[src/rtl/jmsv_pkg.sv]
`default_nettype none
package jmsv_pkg;
    typedef enum logic [31:0] {
        S_START      = 32'h0000_0001,
        S_START_WS   = 32'h0000_0002,
        S_TOP_FIRST  = 32'h0000_0004,
        S_TOP_KEY    = 32'h0000_0008,
        S_TOP_COLON  = 32'h0000_0010,
        S_TOP_VAL    = 32'h0000_0020,
        S_TARGET     = 32'h0000_0040,
        S_TOP_AFTER  = 32'h0000_0080,
        S_TOP_NEXT   = 32'h0000_0100,
        S_DONE       = 32'h0000_0200,
        S_VALUE      = 32'h0000_0400,
        S_ARR_FIRST  = 32'h0000_0800,
        S_OBJ_FIRST  = 32'h0000_1000,
        S_OBJ_KEY    = 32'h0000_2000,
        S_KEY_ESC    = 32'h0000_4000,
        S_KEY_HEX    = 32'h0000_8000,
        S_OBJ_COLON  = 32'h0001_0000,
        S_OBJ_AFTER  = 32'h0002_0000,
        S_OBJ_NEXT   = 32'h0004_0000,
        S_ARR_AFTER  = 32'h0008_0000,
        S_STR        = 32'h0010_0000,
        S_STR_ESC    = 32'h0020_0000,
        S_STR_HEX    = 32'h0040_0000,
        S_LIT        = 32'h0080_0000,
        S_N_MINUS    = 32'h0100_0000,
        S_N_ZERO     = 32'h0200_0000,
        S_N_INT      = 32'h0400_0000,
        S_N_DOT      = 32'h0800_0000,
        S_N_FRAC     = 32'h1000_0000,
        S_N_E        = 32'h2000_0000,
        S_N_ESIGN    = 32'h4000_0000,
        S_N_EXP      = 32'h8000_0000
    } t_state;

    // byte classes computed in the front stage
    typedef struct packed {
        logic [7:0] data;
        logic       present;
        logic       last;
        logic       ws;
        logic       dig;
        logic       hex;
        logic       esc;
        logic       ctl;
    } t_item;

    typedef struct packed {
        logic       cap_valid;
        logic [1:0] cap_target;
        logic [7:0] cap_byte;
        logic       done;
        logic       accepted;
        logic [3:0] mask;
    } t_result;

    localparam int KEY_NAME_LEN = 24;
    localparam logic [4:0] KEY_LEN [4] = '{5'd7, 5'd2, 5'd8, 5'd21};
    localparam logic [7:0] LIT_DELIM = 8'h20;

    function automatic logic [7:0] key_char(input logic [1:0] k, input logic [4:0] p);
        logic [8*KEY_NAME_LEN-1:0] s;
        begin
            unique case (k)
                2'd0: s = {"pd_kind", {17{8'h00}}};
                2'd1: s = {"id", {22{8'h00}}};
                2'd2: s = {"geometry", {16{8'h00}}};
                default: s = {"source_filenum_symbol", {3{8'h00}}};
            endcase
            key_char = s[8*(KEY_NAME_LEN-1-int'(p)) +: 8];
        end
    endfunction

    function automatic logic [7:0] lit_char(input logic [3:0] p);
        logic [8*13-1:0] s;
        begin
            s = "truefalsenull";
            lit_char = (p < 4'd13) ? s[8*(12-int'(p)) +: 8] : 8'h00;
        end
    endfunction
endpackage
`default_nettype wire

[src/rtl/jmsv_if.sv]
`default_nettype none
interface jmsv_in_if;
    logic       valid;
    logic       ready;
    logic [7:0] data_byte;
    logic       byte_present;
    logic       last;
    modport source (output valid, data_byte, byte_present, last, input ready);
    modport sink (input valid, data_byte, byte_present, last, output ready);
endinterface

interface jmsv_out_if;
    logic       valid;
    logic       ready;
    logic       capture_valid;
    logic [1:0] capture_target;
    logic [7:0] capture_byte;
    logic       done_res;
    logic       accepted;
    logic [3:0] present_mask;
    modport source (output valid, capture_valid, capture_target, capture_byte, done_res,
                    accepted, present_mask, input ready);
    modport sink (input valid, capture_valid, capture_target, capture_byte, done_res,
                  accepted, present_mask, output ready);
endinterface
`default_nettype wire

[src/rtl/jmsv_front.sv]
`default_nettype none
module jmsv_front (
    input  wire logic          i_clk,
    input  wire logic          i_rst_n,
    jmsv_in_if.sink            in_ch,
    output jmsv_pkg::t_item    o_item,
    output logic               o_valid,
    input  wire logic          i_ready
);
    import jmsv_pkg::*;

    logic [7:0] c;
    assign c = in_ch.data_byte;
    assign in_ch.ready = i_ready;
    assign o_valid     = in_ch.valid;

    always_comb begin
        o_item.data    = c;
        o_item.present = in_ch.byte_present;
        o_item.last    = in_ch.last;
        o_item.ws      = (c == 8'h20) || (c >= 8'd9 && c <= 8'd13);
        o_item.dig     = (c >= "0" && c <= "9");
        o_item.hex     = o_item.dig || (c >= "a" && c <= "f") || (c >= "A" && c <= "F");
        o_item.esc     = (c == "\"") || (c == "\\") || (c == "/") || (c == "b")
                      || (c == "f") || (c == "n") || (c == "r") || (c == "t");
        o_item.ctl     = (c < LIT_DELIM);
    end
endmodule
`default_nettype wire

[src/rtl/jmsv_queue.sv]
`default_nettype none
module jmsv_queue (
    input  wire logic          i_clk,
    input  wire logic          i_rst_n,
    input  wire jmsv_pkg::t_item i_item,
    input  wire logic          i_valid,
    output logic               o_ready,
    output jmsv_pkg::t_item    o_item,
    output logic               o_valid,
    input  wire logic          i_ready
);
    import jmsv_pkg::*;

    t_item      r_mem [2];
    logic       r_wp, r_rp;
    logic [1:0] r_cnt;
    logic       push, pop;

    assign o_ready = (r_cnt != 2'd2);
    assign o_valid = (r_cnt != 2'd0);
    assign o_item  = r_mem[r_rp];
    assign push    = i_valid && o_ready;
    assign pop     = o_valid && i_ready;

    always_ff @(posedge i_clk) begin
        if (push) r_mem[r_wp] <= i_item;
    end

    always_ff @(posedge i_clk) begin
        if (!i_rst_n) begin
            r_wp <= 1'b0; r_rp <= 1'b0; r_cnt <= 2'd0;
        end else begin
            if (push) r_wp <= ~r_wp;
            if (pop) r_rp <= ~r_rp;
            r_cnt <= r_cnt + {1'b0, push} - {1'b0, pop};
        end
    end
endmodule
`default_nettype wire

[src/rtl/jmsv_back.sv]
`default_nettype none
module jmsv_back #(
    parameter int MAX_DEPTH  = 64,
    parameter int KEY_CAP    = 64,
    parameter int KIND_CAP   = 32,
    parameter int ID_CAP     = 64,
    parameter int PATH_CAP   = 256,
    parameter int SYMBOL_CAP = 64
) (
    input  wire logic            i_clk,
    input  wire logic            i_rst_n,
    input  wire jmsv_pkg::t_item i_item,
    input  wire logic            i_valid,
    output logic                 o_ready,
    jmsv_out_if.source           out_ch
);
    import jmsv_pkg::*;

    localparam int DW = $clog2(MAX_DEPTH + 1);
    localparam int AW = (MAX_DEPTH > 1) ? $clog2(MAX_DEPTH) : 1;
    localparam int MAXCAP = (KEY_CAP > PATH_CAP) ? KEY_CAP : PATH_CAP;
    localparam int LW = $clog2(MAXCAP + 1);

    t_state             r_st, n_st;
    logic [MAX_DEPTH-1:0] r_stk, n_stk;
    logic [DW-1:0]      r_dep, n_dep;
    logic [LW-1:0]      r_len, n_len;
    logic [3:0]         r_km, n_km;
    logic [2:0]         r_hex, n_hex;
    logic [3:0]         r_lit, n_lit;
    logic [3:0]         r_pf, n_pf;
    logic               r_fail, n_fail;
    t_result            r_out, n_out;
    logic               r_ov;

    logic               take;
    logic [7:0]         c;
    logic [1:0]         tgt;
    logic [LW-1:0]      cap;

    assign o_ready = !r_ov || out_ch.ready;
    assign take    = i_valid && o_ready;
    assign c       = i_item.data;

    always_comb begin
        tgt = r_km[0] ? 2'd0 : r_km[1] ? 2'd1 : r_km[2] ? 2'd2 : r_km[3] ? 2'd3 : 2'd0;
        case (tgt)
            2'd0: cap = LW'(KIND_CAP);
            2'd1: cap = LW'(ID_CAP);
            2'd2: cap = LW'(PATH_CAP);
            default: cap = LW'(SYMBOL_CAP);
        endcase
    end

    // after a value: pick the state of the enclosing container
    function automatic t_state after_of(input logic [DW-1:0] d,
                                        input logic [MAX_DEPTH-1:0] s);
        if (d <= DW'(1) || d > DW'(MAX_DEPTH)) return S_TOP_AFTER;
        return s[AW'(d - DW'(1))] ? S_OBJ_AFTER : S_ARR_AFTER;
    endfunction

    always_comb begin
        logic [3:0] live;
        logic       sv_fail;
        logic       num_end;
        n_st = r_st; n_stk = r_stk; n_dep = r_dep; n_len = r_len; n_km = r_km;
        n_hex = r_hex; n_lit = r_lit; n_pf = r_pf; n_fail = r_fail;
        n_out = '0;
        live = 4'd0;
        sv_fail = 1'b0;
        num_end = 1'b0;
        if (i_item.present && !r_fail) begin
            unique case (r_st)
                S_START, S_START_WS: begin
                    if (i_item.ws) n_st = S_START_WS;
                    else if (c == "{") begin
                        n_stk[0] = 1'b1; n_dep = DW'(1); n_st = S_TOP_FIRST;
                    end else n_fail = 1'b1;
                end
                S_TOP_FIRST, S_TOP_AFTER, S_TOP_NEXT: begin
                    if (i_item.ws) ;
                    else if (c == "}" && r_st != S_TOP_NEXT) begin
                        n_dep = '0; n_st = S_DONE;
                    end else if (c == "," && r_st == S_TOP_AFTER) n_st = S_TOP_NEXT;
                    else if (c == "\"" && r_st != S_TOP_AFTER) begin
                        n_len = '0; n_km = 4'hF; n_st = S_TOP_KEY;
                    end else n_fail = 1'b1;
                end
                S_TOP_KEY: begin
                    if (c == "\"") begin
                        if (r_len < LW'(KEY_CAP))
                            for (int i = 0; i < 4; i++)
                                if (r_km[i] && r_len == LW'(KEY_LEN[i])) live = 4'(1 << i);
                        n_km = live;
                        if ((live & r_pf) != 4'd0) n_fail = 1'b1;
                        else n_st = S_TOP_COLON;
                    end else if (c == "\\" || i_item.ctl) n_fail = 1'b1;
                    else begin
                        for (int i = 0; i < 4; i++)
                            if (r_km[i] && r_len < LW'(KEY_LEN[i])
                                && key_char(2'(i), r_len[4:0]) == c) live[i] = 1'b1;
                        n_km = live;
                        if (r_len < LW'(MAXCAP)) n_len = r_len + LW'(1);
                    end
                end
                S_TOP_COLON, S_OBJ_COLON: begin
                    if (i_item.ws) ;
                    else if (c == ":") n_st = (r_st == S_TOP_COLON) ? S_TOP_VAL : S_VALUE;
                    else n_fail = 1'b1;
                end
                S_TOP_VAL: begin
                    if (i_item.ws) ;
                    else if (r_km == 4'd0) sv_fail = 1'b1;
                    else if (c == "\"") begin n_len = '0; n_st = S_TARGET; end
                    else n_fail = 1'b1;
                end
                S_TARGET: begin
                    if (c == "\"") begin
                        n_pf = r_pf | r_km; n_st = S_TOP_AFTER;
                    end else if (c == "\\" || i_item.ctl || r_len + LW'(1) >= cap)
                        n_fail = 1'b1;
                    else begin
                        n_len = r_len + LW'(1);
                        n_out.cap_valid = 1'b1; n_out.cap_target = tgt; n_out.cap_byte = c;
                    end
                end
                S_DONE: if (!i_item.ws) n_fail = 1'b1;
                S_VALUE: if (!i_item.ws) sv_fail = 1'b1;
                S_ARR_FIRST: begin
                    if (i_item.ws) ;
                    else if (c == "]") begin
                        n_dep = r_dep - DW'(1); n_st = after_of(n_dep, r_stk);
                    end else sv_fail = 1'b1;
                end
                S_OBJ_FIRST, S_OBJ_NEXT: begin
                    if (i_item.ws) ;
                    else if (c == "}" && r_st == S_OBJ_FIRST) begin
                        n_dep = r_dep - DW'(1); n_st = after_of(n_dep, r_stk);
                    end else if (c == "\"") n_st = S_OBJ_KEY;
                    else n_fail = 1'b1;
                end
                S_OBJ_KEY, S_STR: begin
                    if (c == "\"") n_st = (r_st == S_OBJ_KEY) ? S_OBJ_COLON
                                                             : after_of(r_dep, r_stk);
                    else if (c == "\\") n_st = (r_st == S_OBJ_KEY) ? S_KEY_ESC : S_STR_ESC;
                    else if (i_item.ctl) n_fail = 1'b1;
                end
                S_KEY_ESC, S_STR_ESC: begin
                    if (c == "u") begin
                        n_hex = '0; n_st = (r_st == S_KEY_ESC) ? S_KEY_HEX : S_STR_HEX;
                    end else if (i_item.esc) n_st = (r_st == S_KEY_ESC) ? S_OBJ_KEY : S_STR;
                    else n_fail = 1'b1;
                end
                S_KEY_HEX, S_STR_HEX: begin
                    if (!i_item.hex) n_fail = 1'b1;
                    else begin
                        n_hex = r_hex + 3'd1;
                        if (n_hex >= 3'd4) n_st = (r_st == S_KEY_HEX) ? S_OBJ_KEY : S_STR;
                    end
                end
                S_OBJ_AFTER, S_ARR_AFTER: begin
                    if (i_item.ws) ;
                    else if (c == ",") n_st = (r_st == S_OBJ_AFTER) ? S_OBJ_NEXT : S_VALUE;
                    else if (c == ((r_st == S_OBJ_AFTER) ? "}" : "]")) begin
                        n_dep = r_dep - DW'(1); n_st = after_of(n_dep, r_stk);
                    end else n_fail = 1'b1;
                end
                S_LIT: begin
                    if (r_lit < 4'd13 && c == lit_char(r_lit)) begin
                        n_lit = r_lit + 4'd1;
                        if (n_lit == 4'd4 || n_lit == 4'd9 || n_lit == 4'd13)
                            n_st = after_of(r_dep, r_stk);
                    end else n_fail = 1'b1;
                end
                S_N_MINUS: begin
                    if (c == "0") n_st = S_N_ZERO;
                    else if (i_item.dig) n_st = S_N_INT;
                    else n_fail = 1'b1;
                end
                S_N_ZERO, S_N_INT: begin
                    if (i_item.dig) begin if (r_st == S_N_ZERO) n_fail = 1'b1; end
                    else if (c == ".") n_st = S_N_DOT;
                    else if (c == "e" || c == "E") n_st = S_N_E;
                    else num_end = 1'b1;
                end
                S_N_DOT: if (i_item.dig) n_st = S_N_FRAC; else n_fail = 1'b1;
                S_N_FRAC: begin
                    if (i_item.dig) ;
                    else if (c == "e" || c == "E") n_st = S_N_E;
                    else num_end = 1'b1;
                end
                S_N_E: begin
                    if (c == "+" || c == "-") n_st = S_N_ESIGN;
                    else if (i_item.dig) n_st = S_N_EXP;
                    else n_fail = 1'b1;
                end
                S_N_ESIGN: if (i_item.dig) n_st = S_N_EXP; else n_fail = 1'b1;
                S_N_EXP: if (!i_item.dig) num_end = 1'b1;
                default: n_fail = 1'b1;
            endcase

            // number ended: reprocess the byte in the enclosing container
            if (num_end) begin
                n_st = after_of(r_dep, r_stk);
                if (i_item.ws) ;
                else if (n_st == S_TOP_AFTER) begin
                    if (c == "}") begin n_dep = '0; n_st = S_DONE; end
                    else if (c == ",") n_st = S_TOP_NEXT;
                    else n_fail = 1'b1;
                end else if (c == ",") n_st = (n_st == S_OBJ_AFTER) ? S_OBJ_NEXT : S_VALUE;
                else if (c == ((n_st == S_OBJ_AFTER) ? "}" : "]")) begin
                    n_dep = r_dep - DW'(1); n_st = after_of(n_dep, r_stk);
                end else n_fail = 1'b1;
            end

            // start of a value
            if (sv_fail) begin
                if (r_dep >= DW'(MAX_DEPTH)) n_fail = 1'b1;
                else if (c == "\"") n_st = S_STR;
                else if (c == "{" || c == "[") begin
                    n_stk[AW'(r_dep)] = (c == "{");
                    n_dep = r_dep + DW'(1);
                    n_st = (c == "{") ? S_OBJ_FIRST : S_ARR_FIRST;
                end else if (c == "-") n_st = S_N_MINUS;
                else if (c == "0") n_st = S_N_ZERO;
                else if (i_item.dig) n_st = S_N_INT;
                else if (c == "t") begin n_lit = 4'd1; n_st = S_LIT; end
                else if (c == "f") begin n_lit = 4'd5; n_st = S_LIT; end
                else if (c == "n") begin n_lit = 4'd10; n_st = S_LIT; end
                else n_fail = 1'b1;
            end
        end
        n_out.mask = n_pf;
        if (i_item.last) begin
            n_out.done = 1'b1;
            n_out.accepted = !n_fail && ((n_st == S_DONE) || (!i_item.present && r_st == S_START));
            n_st = S_START; n_stk = '0; n_dep = '0; n_len = '0; n_km = 4'hF;
            n_hex = '0; n_lit = '0; n_pf = '0; n_fail = 1'b0;
        end
    end

    always_ff @(posedge i_clk) begin
        if (!i_rst_n) begin
            r_st <= S_START; r_stk <= '0; r_dep <= '0; r_len <= '0; r_km <= 4'hF;
            r_hex <= '0; r_lit <= '0; r_pf <= '0; r_fail <= 1'b0; r_ov <= 1'b0;
        end else begin
            if (take) begin
                r_st <= n_st; r_stk <= n_stk; r_dep <= n_dep; r_len <= n_len;
                r_km <= n_km; r_hex <= n_hex; r_lit <= n_lit; r_pf <= n_pf;
                r_fail <= n_fail;
            end
            if (take) r_ov <= 1'b1;
            else if (out_ch.ready) r_ov <= 1'b0;
        end
    end

    always_ff @(posedge i_clk) begin
        if (take) r_out <= n_out;
    end

    assign out_ch.valid          = r_ov;
    assign out_ch.capture_valid  = r_out.cap_valid;
    assign out_ch.capture_target = r_out.cap_target;
    assign out_ch.capture_byte   = r_out.cap_byte;
    assign out_ch.done_res       = r_out.done;
    assign out_ch.accepted       = r_out.accepted;
    assign out_ch.present_mask   = r_out.mask;
endmodule
`default_nettype wire

[src/rtl/json_manifest_stream_validator.sv]
`default_nettype none
// Streaming JSON manifest validator.
// Input channel i_in: one request per manifest byte (data_byte, byte_present, last).
// Output channel o_out: exactly one result per input request, in order, carrying
// the captured value byte of a recognized top-level key, the running present mask,
// and on the last request done_res with the accept verdict.
// A front stage classifies each byte, a two-entry queue decouples it from the back
// stage, whose parse state machine and container stack handle one byte a cycle
// while the output is not stalled, sustaining one byte per cycle. Each accepted
// byte is registered in a queue entry, then in the back stage output register.
// When the receiver stalls, the result holds in the output register, the queue
// absorbs up to two more bytes, then ready drops.
// Reset (synchronous, active low) empties the queue and returns the parser to
// the start of a manifest; the item with last set also does so after its result.
// The stack is held in flip-flops, so no clearing pass is needed.
module json_manifest_stream_validator #(
    parameter int MAX_DEPTH  = 64,
    parameter int KEY_CAP    = 64,
    parameter int KIND_CAP   = 32,
    parameter int ID_CAP     = 64,
    parameter int PATH_CAP   = 256,
    parameter int SYMBOL_CAP = 64
) (
    input  wire logic  i_clk,
    input  wire logic  i_rst_n,
    jmsv_in_if.sink    i_in,
    jmsv_out_if.source o_out
);
    import jmsv_pkg::*;

    t_item f_item, q_item;
    logic  f_valid, f_ready, q_valid, q_ready;

    jmsv_front u_front (
        .i_clk, .i_rst_n, .in_ch(i_in), .o_item(f_item), .o_valid(f_valid),
        .i_ready(f_ready)
    );

    jmsv_queue u_queue (
        .i_clk, .i_rst_n, .i_item(f_item), .i_valid(f_valid), .o_ready(f_ready),
        .o_item(q_item), .o_valid(q_valid), .i_ready(q_ready)
    );

    jmsv_back #(
        .MAX_DEPTH(MAX_DEPTH), .KEY_CAP(KEY_CAP), .KIND_CAP(KIND_CAP),
        .ID_CAP(ID_CAP), .PATH_CAP(PATH_CAP), .SYMBOL_CAP(SYMBOL_CAP)
    ) u_back (
        .i_clk, .i_rst_n, .i_item(q_item), .i_valid(q_valid), .o_ready(q_ready),
        .out_ch(o_out)
    );
endmodule
`default_nettype wire

[src/flat_wrapper.sv]
// flat-port wrapper written by rule: the top's interface ports become plain ports
module json_manifest_stream_validator_flat import jmsv_pkg::*;
#(
    parameter int MAX_DEPTH  = 64,
    parameter int KEY_CAP    = 64,
    parameter int KIND_CAP   = 32,
    parameter int ID_CAP     = 64,
    parameter int PATH_CAP   = 256,
    parameter int SYMBOL_CAP = 64
)
  (i_clk, i_rst_n, i_in_valid, i_in_data_byte, i_in_byte_present, i_in_last, i_in_ready, o_out_valid, o_out_capture_valid, o_out_capture_target, o_out_capture_byte, o_out_done_res, o_out_accepted, o_out_present_mask, o_out_ready);
  jmsv_in_if i_in_i ();
  jmsv_out_if o_out_i ();
  input  wire logic i_clk;
  input  wire logic i_rst_n;
  input wire logic [$bits(i_in_i.valid)-1:0] i_in_valid;
  input wire logic [$bits(i_in_i.data_byte)-1:0] i_in_data_byte;
  input wire logic [$bits(i_in_i.byte_present)-1:0] i_in_byte_present;
  input wire logic [$bits(i_in_i.last)-1:0] i_in_last;
  output wire logic [$bits(i_in_i.ready)-1:0] i_in_ready;
  output wire logic [$bits(o_out_i.valid)-1:0] o_out_valid;
  output wire logic [$bits(o_out_i.capture_valid)-1:0] o_out_capture_valid;
  output wire logic [$bits(o_out_i.capture_target)-1:0] o_out_capture_target;
  output wire logic [$bits(o_out_i.capture_byte)-1:0] o_out_capture_byte;
  output wire logic [$bits(o_out_i.done_res)-1:0] o_out_done_res;
  output wire logic [$bits(o_out_i.accepted)-1:0] o_out_accepted;
  output wire logic [$bits(o_out_i.present_mask)-1:0] o_out_present_mask;
  input wire logic [$bits(o_out_i.ready)-1:0] o_out_ready;
  assign i_in_i.valid = i_in_valid;
  assign i_in_i.data_byte = i_in_data_byte;
  assign i_in_i.byte_present = i_in_byte_present;
  assign i_in_i.last = i_in_last;
  assign i_in_ready = i_in_i.ready;
  assign o_out_valid = o_out_i.valid;
  assign o_out_capture_valid = o_out_i.capture_valid;
  assign o_out_capture_target = o_out_i.capture_target;
  assign o_out_capture_byte = o_out_i.capture_byte;
  assign o_out_done_res = o_out_i.done_res;
  assign o_out_accepted = o_out_i.accepted;
  assign o_out_present_mask = o_out_i.present_mask;
  assign o_out_i.ready = o_out_ready;
  json_manifest_stream_validator #(.MAX_DEPTH(MAX_DEPTH), .KEY_CAP(KEY_CAP), .KIND_CAP(KIND_CAP), .ID_CAP(ID_CAP), .PATH_CAP(PATH_CAP), .SYMBOL_CAP(SYMBOL_CAP)) u_core (.i_clk(i_clk), .i_rst_n(i_rst_n), .i_in(i_in_i), .o_out(o_out_i));
endmodule
[config.mk]
export PLATFORM = sky130hd
export DESIGN_NAME = json_manifest_stream_validator_flat
export DESIGN_NICKNAME = d
export VERILOG_FILES = /design/src/rtl/jmsv_pkg.sv /design/src/rtl/jmsv_if.sv /design/src/rtl/jmsv_front.sv /design/src/rtl/jmsv_queue.sv /design/src/rtl/jmsv_back.sv /design/src/rtl/json_manifest_stream_validator.sv /design/src/flat_wrapper.sv
export SDC_FILE = /design/constraint.sdc
export NUM_CORES = 1
export LEC_CHECK = 0
export BUFFER_PORTS_ARGS = -buffer_cell sky130_fd_sc_hd__buf_4
export CAP_MARGIN = 10
export CORE_ASPECT_RATIO = 0.8
export CORE_MARGIN = 2
export CORE_UTILIZATION = 34
export DETAILED_ROUTE_END_ITERATION = 8
export GPL_TIMING_DRIVEN = 0
export PLACE_DENSITY = 0.47
export SETUP_SLACK_MARGIN = 0.02
export SYNTH_ARGS = -nofsm -noshare
export SYNTH_HDL_FRONTEND = slang
export SYNTH_SLANG_ARGS = --single-unit
[constraint.sdc]
create_clock -name i_clk -period 15.42 [get_ports i_clk]
set_clock_uncertainty 0.05 [all_clocks]
set_input_delay 0.771 -clock i_clk [delete_from_list [all_inputs] [get_ports i_clk]]
set_output_delay 0.771 -clock i_clk [all_outputs]
set_load 0.03 [all_outputs]
# Word level (Yosys, flattened, before mapping)
# Memory sizes are Yosys's and may differ from the RTL's. A register that Yosys moved wholly into a read port is not among the register bits.
# Cells that the tools add are included.
# totals
in_bits	14
out_inout_bits	19
n_memories	1
word_cells	558
mem_bits_rw	30
register_bits	150
# memory_table
memory	depth	word_bits	read_ports	rd_clocked_by_memory_dff	write_ports	line	rtl
u_core.u_queue.r_mem	2	15	1	1	1	jmsv_queue.sv:14	t_item r_mem [2];
# classes
n_mux	311
shifts	5
bitwise	6
addsub	10
magnitude_cmp	27
eq_ne	97
reduce_logical	81
# ops
op	count
two-way mux 192 bit	16
two-way mux 32 bit	70
variable part select 192 x 9 -> 8 bit	4
one-hot mux 32 bit (19 select lines)	1
two-way mux 64 bit	6
two-way mux 7 bit	23
== test 8 x 7 -> 1 bit (second input constant)	17
two-way mux 4 bit	33
two-way mux 9 bit	14
two-way mux 1 bit	113
variable part select 104 x 8 -> 8 bit (first input constant)	1
== test 8 x 6 -> 1 bit (second input constant)	10
bitwise mux 64 bit	1
== test 32 x 10 -> 1 bit (second input constant)	2
== test 32 x 18 -> 1 bit (second input constant)	2
== test 32 x 8 -> 1 bit (second input constant)	2
two-way mux 21 bit	2
inequality test 3 x 2 -> 1 bit (second input constant)	14
== test 8 bit	5
two-way mux 20 bit	2
two-way mux 19 bit	2
one-hot mux 9 bit (4 select lines)	1
one-hot mux 7 bit (5 select lines)	1
== test 32 x 1 -> 1 bit (second input constant)	1
other kinds (107)	194

# Logic depth before layout (Yosys ltp)
# logic_depth
depth_word	42
depth_mapped	19
depth_no_buf	15

# By module
# From an unflattened synthesis, not the netlist that was laid out.
# unflattened
cells_unflattened	2021
hier_area_um2	15592.5
# modules_own_cells
module	seq_area_each_um2	n_inst	cells_each	area_per_inst_um2
jmsv_back	3093.0	1	1905	13897.1
jmsv_queue	1001.0	1	71	1373.8
jmsv_front	0.0	1	45	321.6

# Least setup slack after synthesis
# Ideal clock, no wire load.
# synth_path
path_type	register to register
startpoint	register u_core.u_back.r_dep[0]
endpoint	register u_core.u_back.r_out, in the netlist u_core.u_back.out_ch.accepted, data pin
setup_time_ns	0.169
arrival_time_ns	4.819
required_ns	15.201
path_buffers	6
setup_slack_ns	10.381
path_stages_with_launch	19
period_less_slack_ns	5.039
path_cell_list	dfxtp_1 > buf_2 > buf_1 > inv_2 > ha_1 > clkbuf_1 > clkbuf_1 > buf_1 > clkbuf_1 > mux2i_1 > a21oi_1 > mux2i_1 > a211o_1 > a32o_1 > a31o_2 > a21oi_1 > o21ai_0 > or4_1 > o31ai_1
# synth_via
elab_chain_len	30
word_cells_on_any_way	109
classes_between	2 x add/sub; 5 x order compare; 4 x eq/ne; 93 x mux; 5 x reduce/logical
# synth_lines
item	line	rtl
start: declaration	jmsv_back.sv:26	logic [DW-1:0] r_dep, n_dep;
start signal: assignment	jmsv_back.sv:248	r_st <= n_st; r_stk <= n_stk; r_dep <= n_dep; r_len <= n_len;
parallel branches: the longest is 29 deep, another holds subtractor 7 x 1 -> 7 bit	n/a	
logical AND 1 bit *	jmsv_back.sv:236	n_out.accepted = !n_fail && ((n_st == S_DONE) || (!i_item.present && r_st == S_START));
end signal: assignment	jmsv_back.sv:258	if (take) r_out <= n_out;
end: declaration	jmsv_back.sv:33	t_result r_out, n_out;
# Mark *: on every way between the ends. The select of a mux whose other input is x is not followed.
# A chain may end at the register's enable or synchronous reset.

# Worst setup path in the final report
# Same ends and word-level chain as after synthesis.

==> impl_metrics.tcl <==
set metrics [dict create \
    status "completed" \
    die_h_um 197 \
    stdcell_area_um2 17500 \
    htree_levels 4 \
    wl_per_cell_um 29.2 \
    postCtsHoldBufs 0 \
    viasPerCell 6.47 \
    r2r-end "u_core.u_back.out_ch.accepted" \
    final_cell_mix "231 x nand2_1, 174 x o21ai_0, 146 x nor2_1, 138 x clkbuf_1" \
    powerDensity_nw_per_um2 107 \
    antenna_found_initial 2 \
    antennaDiodeCount 0 \
    final-setup-viol-count 0 \
    power.switching_mw 0.883 \
    clk_pin_slew_ns 0.08 \
    critPathArrivalTime_ns 7.53 \
    overflow 0 \
    p_seq_frac 0.293 \
    grt_start_max_net_pins 21 \
    cap_violations 0 \
    synth_edf_count 47 \
    final_common_cell "nand2_1" \
    drive_above_1_share 0.0930 \
    cp-start-kind "flop" \
    synthFlopType "dfxtp_1" \
    crit_cells 18 \
    coreArea_um2 45800 \
    ir_worst_vdd_mv 0.101 \
    start_util 0.345 \
    syn_area_um2 15800 \
    worst_slew_pin_slew_ns 1.38 \
    power_frac_clock 0.253 \
    finalCritPeriodShare 0.479 \
    r2r_cells 18 \
    path_cells "buf_2 > buf_1 > inv_2 > ha_1 > clkbuf_1 > clkbuf_1 > buf_1 > clkbuf_1 > mux2i_1 > a21oi_1 > mux2i_1 > a211o_1 > a32o_1 > a31o_2 > a21oi_1 > o21ai_0 > or4_1 > o31ai_1" \
    p_leak_nw 5.99 \
    post_cts_buffers 0 \
    hpwlAfterDp_um 60700 \
    io_pins 33 \
    slew_viol_final 0 \
    finalWorstPathRequiredPeriod_ns 7.39 \
    switching_share 0.472 \
    rrSetupSlack_ns 8.03 \
    ys_seq_area_frac 0.259 \
    cp_max_fo 11 \
    synth_fp_nets 2106 \
    slew_headroom 0.0778 \
    async_reset_ff_frac 0 \
    yosys_warnings 0 \
    wirelength_um 80200 \
    pwr-share-comb 0.454 \
    grt_pass1_wl_um 116000 \
    grt_pass1_vias 16469 \
    worstSetupEndpointType "flop" \
    yosysTopAreaCellShare 0.170 \
    cts_tree "yes" \
    cts.sinks 181 \
    cp_top_family "buffers and inverters" \
    setup_tns_ns 0 \
    cpPeakStageDelay_ns 0.67 \
    drcViolationCount 0 \
    slowest_stage "buf_1" \
    crit_path_start "u_core.u_back.r_dep[0]" \
    p_int_mw 0.988 \
    cp_common_cell "clkbuf_1" \
    rsz0062_at_grt "false" \
    final_hold_viol_count 0 \
    path_buf_inv 7 \
    postRouteAntennaNets 0 \
    r2r-start "u_core.u_back.r_dep[0]" \
    std_cell_rows 70 \
    critical_path_class "reg2reg" \
    grt_usage 0.329 \
    cts-root-buf "clkbuf_16" \
    clock_latency_ns 0.49 \
    synth_area_leader_cell "dfxtp_1" \
    drtIter0Drc 1990 \
    ys_ff_latch 181 \
    cts_buffers 17 \
    gp_congestion 0.997 \
    critPathRequiredTime_ns 15.56 \
    max_freq_mhz 135 \
    io_buffers 31 \
    dr.pass1.iters 6 \
    yosysUniqueCellTypes 99 \
    clock_path_buffers 2 \
    die_width_um 245 \
    nets 2166 \
    synth_area_per_cell_um2 7.66 \
    hold_path.class "in2reg" \
    num_vias 17796 \
    syn_to_final_growth_pct 10.7 \
    crit_path_end "u_core.u_back.out_ch.accepted" \
    design.die.area_um2 48300 \
    ctsResizeCount 0 \
    syn-instance-count 2066 \
    placed_area_um2 16900 \
    synthTopCellsByArea "dfxtp_1 17%, edfxtp_1 8.9%, o21ai_0 5.5%, nand2_1 5.5%, a21oi_1 4.2%" \
]
-- synthesized netlist by cell type (16+ instances only) --
cell / instances
o31ai_1: 21
mux4_2: 24
nor2b_1: 49
and2_1: 39
nand4_1: 45
ha_1: 26
and3_1: 20
o21ai_0: 174
clkbuf_1: 138
nand2b_1: 19
a31oi_1: 20
nand2_1: 231
dfxtp_1: 134
buf_2: 17
or3_1: 21
o211ai_1: 18
a22oi_1: 25
inv_1: 30
edfxtp_1: 47
or4_1: 24
nand3_1: 63
xor2_1: 18
a21o_1: 17
mux2i_1: 37
a21boi_0: 80
buf_1: 16
nor4_1: 35
xnor2_1: 34
nor2_1: 146
o22ai_1: 21
nor3_1: 65
a21oi_1: 134
-- area by class of cell --
type / instances / area, um^2
buffer: 177 / 728
clock buffer: 20 / 457
clock inverter: 12 / 139
fill: 4867 / 28300
inverter: 35 / 131
multi-input combinational: 1673 / 10900
sequential: 181 / 4090
tap: 612 / 766
timing repair buffer: 41 / 325
-- worst min-delay path by stage --
stage / start / end / slack (ns) / cells past startpoint
2_1_floorplan: u_core.u_back.r_hex[1] / u_core.u_back.r_hex[1] / 0.39 / 2
3_3_place_gp: u_core.u_back.r_stk[36] / u_core.u_back.r_stk[36] / 0.41 / 2
3_5_place_dp: u_core.u_back.r_hex[1] / u_core.u_back.r_hex[1] / 0.42 / 2
4_1_cts: i_in_last / u_core.u_queue.r_mem[1][5] / 0.42 / 1
5_1_grt: i_in_byte_present / u_core.u_queue.r_mem[0][6] / 0.42 / 1
6_report: i_in_last / u_core.u_queue.r_mem[1][5] / 0.43 / 1
-- metal layers --
metal | part of all wire | vias up | wire length [um] | GRT usage
met3 | 0.087 | 191 | 6990 | 0.0568
met4 | 0.043 | 2 | 3430 | 0.138
met5 | 0.00016 | - | 13 | 0
met1 | 0.45 | 8745 | 35800 | 0.466
met2 | 0.42 | 990 | 34000 | 0.489
li1 | - | 7868 | - | -
-- stage by stage --
step                      instances  hold slack, ns  total power, mW  utilization  setup slack, ns
final                          2751           0.428             1.87        0.382             8.03
after global placement         2709           0.414             1.37        0.367             8.15
after floorplan                2066           0.395             1.02            -            10.38
after CTS                      2749           0.418             1.84        0.382             8.14
after detailed placement       2717           0.419             1.37        0.369             8.17
after global routing           2751           0.423             1.93        0.382             7.74
-- state kept, by name (all words and copies together), names as in the netlist, 2 cells and up, named ones only --
name and cells:
u_core.u_back.out_ch.capture_byte 8, u_core.u_back.out_ch.capture_target 2, u_core.u_back.out_ch.present_mask 4, u_core.u_back.r_dep 7, u_core.u_back.r_hex 3, u_core.u_back.r_km 4, u_core.u_back.r_len 9, u_core.u_back.r_lit 4
u_core.u_back.r_pf 4, u_core.u_back.r_st 32, u_core.u_back.r_stk 64, u_core.u_queue.r_cnt 2, u_core.u_queue.r_mem 30
-- logic make-up (layout without fill, tap and decap cells) --
group           Yosys count  after routing  synth area share
simple gates            873            873             0.301
compound gates          649            649             0.270
buf+inv                 212            285            0.0543
flops                   181            181             0.259
mux                      72             72            0.0654
xor+xnor                 52             52            0.0288
fa+ha+maj                27             27            0.0212
-- power by group through the flow --
stage	logic [mW]	clock network, mW	registers (mW)
after floorplan	0.433	0	0.584
after global placement	0.810	0	0.559
after detailed placement	0.814	0	0.558
after CTS	0.817	0.478	0.547
after global routing	0.879	0.499	0.551
final	0.849	0.474	0.547
(Power assumes the default switching activity.)
